<file path="src/wfsr_pkg.sv">
// ----------------------------------------------------------------------------
// wfsr_pkg
// Shared request codes and force limits for the wheel force step regulator.
// ----------------------------------------------------------------------------
package wfsr_pkg;

  typedef enum logic [1:0] {
    REQ_SAMPLE   = 2'd0,
    REQ_SETPOINT = 2'd1,
    REQ_HALT     = 2'd2
  } req_e;

  localparam int unsigned ForceW = 8;
  localparam int unsigned RateW  = 16;

  // internal force math runs one bit wider so a step past the limit is visible
  localparam logic signed [ForceW:0] ForceMax  = 9'sd100;
  localparam logic signed [ForceW:0] ForceKick = 9'sd30;
  localparam logic signed [ForceW:0] ForceStep = 9'sd1;

endpackage

</file>
<file path="src/wfsr_step.sv">
// ----------------------------------------------------------------------------
// wfsr_step
// One bang-bang step of a wheel force toward its setpoint, with dead-band
// jumps and snaps, clamp to +/-ForceMax and forced zero cases.
// ----------------------------------------------------------------------------
module wfsr_step (
  input  logic signed [wfsr_pkg::ForceW-1:0] force_i,
  input  logic signed [wfsr_pkg::RateW-1:0]  rate_i,
  input  logic signed [wfsr_pkg::RateW-1:0]  target_i,
  input  logic                               halt_i,
  output logic signed [wfsr_pkg::ForceW-1:0] force_o
);

  logic signed [wfsr_pkg::ForceW:0] f;
  logic signed [wfsr_pkg::ForceW:0] n_up;
  logic signed [wfsr_pkg::ForceW:0] n_dn;
  logic signed [wfsr_pkg::ForceW:0] stepped;
  logic signed [wfsr_pkg::ForceW:0] clamped;
  logic                             f_zero;
  logic                             r_zero;

  assign f      = {force_i[wfsr_pkg::ForceW-1], force_i};
  assign n_up   = f + wfsr_pkg::ForceStep;
  assign n_dn   = f - wfsr_pkg::ForceStep;
  assign f_zero = (force_i == '0);
  assign r_zero = (rate_i == '0);

  always_comb begin
    stepped = f;
    if (rate_i < target_i) begin
      if (f_zero) begin
        if (r_zero) begin
          stepped = n_up;
        end
      end else if (n_up < -wfsr_pkg::ForceKick) begin
        stepped = '0;
      end else if ((n_up < wfsr_pkg::ForceKick) && (n_up > 0)) begin
        stepped = wfsr_pkg::ForceKick;
      end else begin
        stepped = n_up;
      end
    end else if (rate_i > target_i) begin
      if (f_zero) begin
        if (r_zero) begin
          stepped = n_dn;
        end
      end else if ((n_dn < wfsr_pkg::ForceKick) && (n_dn > 0)) begin
        stepped = '0;
      end else if (n_dn < -wfsr_pkg::ForceKick) begin
        stepped = -wfsr_pkg::ForceKick;
      end else begin
        stepped = n_dn;
      end
    end
  end

  always_comb begin
    if (stepped > wfsr_pkg::ForceMax) begin
      clamped = wfsr_pkg::ForceMax;
    end else if (stepped < -wfsr_pkg::ForceMax) begin
      clamped = -wfsr_pkg::ForceMax;
    end else begin
      clamped = stepped;
    end
    if ((target_i == '0 && r_zero) || halt_i) begin
      clamped = '0;
    end
  end

  assign force_o = clamped[wfsr_pkg::ForceW-1:0];

endmodule

</file>
<file path="src/wheel_force_step_regulator.sv">
// ----------------------------------------------------------------------------
// wheel_force_step_regulator
// Two-wheel bang-bang force regulator driven by rate samples.
// ----------------------------------------------------------------------------
// Takes one word per clock cycle while not stalled. Each word passes an input
// register and is then applied: setpoint and stop writes update the stored
// state, a rate sample steps that wheel's force and loads the result register,
// from which the result word is presented downstream.
// Per-wheel force and setpoint live in flip-flops read and written in the same
// cycle, so samples for the same wheel may follow back to back. Words with an
// unused request code are dropped. Input stalls only while a result waits
// downstream and the next word is a rate sample.
module wheel_force_step_regulator (
  input  logic        clk_i,
  input  logic        rst_ni,
  input  logic        s_axis_tvalid_i,
  output logic        s_axis_tready_o,
  input  logic [23:0] s_axis_tdata_i,  // wheel[0], value[16:1], zero pad
  input  logic [1:0]  s_axis_tuser_i,  // req_type[1:0]
  output logic        m_axis_tvalid_o,
  input  logic        m_axis_tready_i,
  output logic [15:0] m_axis_tdata_o   // wheel_out[0], force_res[8:1], zero pad
);

  // input register
  logic                              in_valid_q;
  logic [1:0]                        in_type_q;
  logic                              in_wheel_q;
  logic signed [wfsr_pkg::RateW-1:0] in_value_q;

  // state
  logic signed [wfsr_pkg::ForceW-1:0] force_q  [2];
  logic signed [wfsr_pkg::RateW-1:0]  target_q [2];
  logic                               halt_q;

  // result register
  logic                               out_valid_q;
  logic                               out_wheel_q;
  logic signed [wfsr_pkg::ForceW-1:0] out_force_q;

  logic                               is_sample;
  logic                               out_free;
  logic                               advance;
  logic                               s_fire;
  logic signed [wfsr_pkg::ForceW-1:0] force_d;

  assign is_sample = (in_type_q == wfsr_pkg::REQ_SAMPLE);
  assign out_free  = !out_valid_q || m_axis_tready_i;
  assign advance   = in_valid_q && (!is_sample || out_free);
  assign s_axis_tready_o = !in_valid_q || advance;
  assign s_fire    = s_axis_tvalid_i && s_axis_tready_o;

  wfsr_step u_step (
    .force_i  (force_q[in_wheel_q]),
    .rate_i   (in_value_q),
    .target_i (target_q[in_wheel_q]),
    .halt_i   (halt_q),
    .force_o  (force_d)
  );

  always_ff @(posedge clk_i or negedge rst_ni) begin
    if (!rst_ni) begin
      in_valid_q <= 1'b0;
    end else if (s_axis_tready_o) begin
      in_valid_q <= s_axis_tvalid_i;
    end
  end

  always_ff @(posedge clk_i) begin
    if (s_fire) begin
      in_type_q  <= s_axis_tuser_i;
      in_wheel_q <= s_axis_tdata_i[0];
      in_value_q <= s_axis_tdata_i[16:1];
    end
  end

  always_ff @(posedge clk_i or negedge rst_ni) begin
    if (!rst_ni) begin
      force_q[0]  <= '0;
      force_q[1]  <= '0;
      target_q[0] <= '0;
      target_q[1] <= '0;
      halt_q      <= 1'b0;
    end else if (advance) begin
      case (in_type_q)
        wfsr_pkg::REQ_SAMPLE:   force_q[in_wheel_q]  <= force_d;
        wfsr_pkg::REQ_SETPOINT: target_q[in_wheel_q] <= in_value_q;
        wfsr_pkg::REQ_HALT:     halt_q               <= in_value_q[0];
        default: ;
      endcase
    end
  end

  always_ff @(posedge clk_i or negedge rst_ni) begin
    if (!rst_ni) begin
      out_valid_q <= 1'b0;
    end else if (out_free) begin
      out_valid_q <= advance && is_sample;
    end
  end

  always_ff @(posedge clk_i) begin
    if (advance && is_sample) begin
      out_wheel_q <= in_wheel_q;
      out_force_q <= force_d;
    end
  end

  assign m_axis_tvalid_o = out_valid_q;
  assign m_axis_tdata_o  = {7'd0, out_force_q, out_wheel_q};

endmodule
</file>
<file path="config.mk">
export PLATFORM = sky130hd
export DESIGN_NAME = wheel_force_step_regulator
export DESIGN_NICKNAME = d
export VERILOG_FILES = /design/src/wfsr_pkg.sv /design/src/wfsr_step.sv /design/src/wheel_force_step_regulator.sv
export SDC_FILE = /design/constraint.sdc
export NUM_CORES = 1
export LEC_CHECK = 0
export ABC_AREA = 1
export BUFFER_PORTS_ARGS = -buffer_cell sky130_fd_sc_hd__buf_4
export CAP_MARGIN = 15
export CORE_ASPECT_RATIO = 1.75
export CORE_MARGIN = 10
export CORE_UTILIZATION = 50
export CTS_BUF_LIST = sky130_fd_sc_hd__clkbuf_2 sky130_fd_sc_hd__clkbuf_4 sky130_fd_sc_hd__clkbuf_8
export DETAILED_ROUTE_END_ITERATION = 16
export HOLD_SLACK_MARGIN = 0.08
export PLACE_DENSITY = 0.68
export SETUP_SLACK_MARGIN = 0.2
export SLEW_MARGIN = 20
export SYNTH_ARGS = -nofsm -noshare
export SYNTH_HDL_FRONTEND = slang
export SYNTH_SLANG_ARGS = --single-unit
</file>
<file path="constraint.sdc">
create_clock -name clk_i -period 5.6 [get_ports clk_i]
set_input_delay 1.12 -clock clk_i [delete_from_list [all_inputs] [get_ports clk_i]]
set_output_delay 1.12 -clock clk_i [all_outputs]
set_load 0.01 [all_outputs]
</file>
==> run_results.csv <==
group,metric,value,unit
outcome,outcome,"completed",
detailed_routing,avgRoutedWirePerCell,16.4,um
detailed_routing,drt_pre_antenna_iters,5,
synthesis,ys_seq_area_share,41.8,%
synthesis,syn_area_per_cell,7.81,um^2
setup_path,cp.arrival,5030,ps
layout,nets,733,
global_routing,grt_pass1_vias,4454,
global_routing,track_usage,18.7,%
timing,min_period,4740,ps
place,hpwl,10500,um
synthesis,synth_top_area_share,25.2,%
detailed_routing,wirelength,13300,um
die,rows,48,
layout,area_delta_synth_final,9.78,%
timing,hold_viol,0,
run,cap_violations,0,
clock_network,cts_buffers,9,
synthesis,synth_cell_types,39,
clock_network,cts_setup_buffers,0,
timing,post-route-period-util,84.6,%
clock_network,ctsResizeCount,0,
global_routing,antenna_found_initial,0,
hold_path,min_from,"force_q[5]",
timing,slew_headroom,52.9,%
timing,fin_skew,10.9,ps
timing,fin_ws,863,ps
clock_network,htree_num_levels,3,
die,dieHeight,153,um
synthesis,yosysMostFrequentCell,"nand2_1",
synthesis,synth_edf_count,28,
synthesis,synth_common_cells,"nand2_1 (193), inv_1 (76), dfrtp_1 (51)",
global_routing,grt_pass1_wl,21500,um
setup_path,crit_start,"in_wheel_q",
setup_path,cp_max_fo,16,
timing,slew_violations,0,
clock_network,cts.sinks,79,
clock_network,cts_tree,"yes",
detailed_routing,drt_iter0_drc,231,
place,gp_congestion,0.942,
clock_network,insertion_delay,360,ps
place,io_buffer_count,33,
die,ios,48,
clock_network,cts_hold_buf,0,
power,ir_drop,209,uV
power,power.leakage,0.00282,uW
setup_path,worst_setup_path_end_kind,"flip-flop",
detailed_routing,vias,4369,
die,initial_utilization,51.1,%
timing,tns,0,ps
die,die_x,96.1,um
layout,antennaDiodeCount,0,
synthesis,async_flop_share,64.6,%
setup_path,crit_type,"reg -> reg",
place,place_worst_setup_slack,929,ps
die,dieArea,14700,um^2
setup_path,required,5890,ps
detailed_routing,via_per_inst,5.38,
synthesis,synth_top_flop_cell,"dfrtp_1",
global_routing,grt_max_degree,52,
timing,max_freq,211,MHz
synthesis,syn-cell-area,5070,um^2
clock_network,clockBufferDepth,2,
layout,multi_input_area,2490,um^2
synthesis,ys_warn_count,0,
layout,register_area,2120,um^2
setup_path,start_kind,"flip-flop",
detailed_routing,antenna_left,0,
die,core_area,9910,um^2
synthesis,yosys-top-cells-area,"dfrtp_1 (25%), edfxtp_1 (17%), nand2_1 (14%), inv_1 (5.6%), ha_1 (5.2%)",
layout,nFillCells,938,
synthesis,synth_top_area_cell,"dfrtp_1",
timing,tightest_slew,706,ps
timing,setup_viol,0,
layout,drive_gt1_share,15.7,%
hold_path,min_path_type,"reg -> reg",
clock_network,path_clk_slew,80,ps
synthesis,synth-seq-cells,79,
timing,rsz0062_at_grt,"no",
synthesis,postSynthCellCount,649,
detailed_routing,drc,0,
clock_network,cts-root-buf,"clkbuf_8",
setup_path,r2r-start,"in_wheel_q",
global_routing,overflow,0,
power,power_density,415,nW/um^2
==> registers in the layout (all words and copies together) (netlist names) <==
name and count:
out_wheel_q 1, out_force_q 8, force_q 16, target_q 32, in_valid_q 1, m_axis_tvalid_o 1, halt_q 1, in_wheel_q 1
in_type_q 2, in_value_q 16
==> layout by cell type (no fill, tap or decap), types with 13 or more instances in the layout <==
master,count
a21oi_1,21
buf_4,38
dfrtp_1,51
edfxtp_1,28
ha_1,21
inv_1,76
mux2i_1,13
nand2_1,193
nand2_2,17
nand3_1,41
nand4_1,20
nor2_1,40
o21ai_0,44
==> power breakdown <==
| group | switching (uW) | internal, uW | leakage, uW | total (uW) |
|---|---|---|---|---|
| sequential | 72.6 | 724 | 0.000917 | 797 |
| combinational | 765 | 354 | 0.00181 | 1120 |
| clock | 212 | 182 | 0.0000900 | 394 |
==> cell type report <==
type | count | share of cell area (%)
multi-input cells | 469 | 44.8
flip-flops and latches | 79 | 38.0
inverters | 85 | 5.82
repair buffers | 38 | 5.13
well taps | 125 | 2.81
clock buffers | 11 | 2.61
clock inverters | 5 | 0.742
==> metrics by stage <==
stage	utilization (%)	cell area, um^2	power [uW]	cells	hold slack (ps)
after floorplan	-	5090	1630	655	446
after global placement	54.2	5370	1890	796	460
after detailed placement	54.2	5370	1910	796	470
after CTS	56.0	5550	2310	812	492
after global routing	56.1	5560	2490	812	519
final	56.1	5560	2310	812	490
==> critical path, cell delays in order, from the launching register on <==
cell and delay [ps]:
edfxtp_1 810, buf_4 410, mux2i_1 310, ha_1 290, a21o_1 200, nor2_1 110
nand2_1 70, nand2_1 80, nand3_1 140, nand2_1 410, clkinv_1 380, o21ai_0 220
nand3_1 220, nand3_1 140, nor2_1 50, nand3_1 100, nand3_2 300, nand2_1 210
nand3_1 130, nand2_1 90
==> worst paths after layout <==
kind                                     end  slack, ps  cells past startpoint
worst max-delay path              force_q[2]        860                     19
max in group asynchronous        force_q[10]       4360                      1
worst min register to register    force_q[5]        490                      2
min in group asynchronous       target_q[31]        790                      1
worst min-delay path              force_q[5]        490                      2
worst max register to register    force_q[2]        860                     19
==> kinds of logic (layout without fill, tap and decap cells) <==
kind of cell,Yosys count,count (layout),share of synthesized area [%]
buffers and inverters,107,139,9.65
flip-flops,79,79,41.8
AO/OA/AOI/OAI,83,83,9.26
AND/OR/NAND/NOR,345,345,31.5
other,1,7,0.0740
adder cells (fa/ha/maj),21,21,5.18
multiplexers,13,13,2.57
==> metal layers <==
layer	GRT usage, %	part of all wire [%]
met5	0	0
met4	11.2	5.1
met2	34.9	56
met1	18.0	36
met3	2.84	2.9
(Power assumes the default switching activity.)
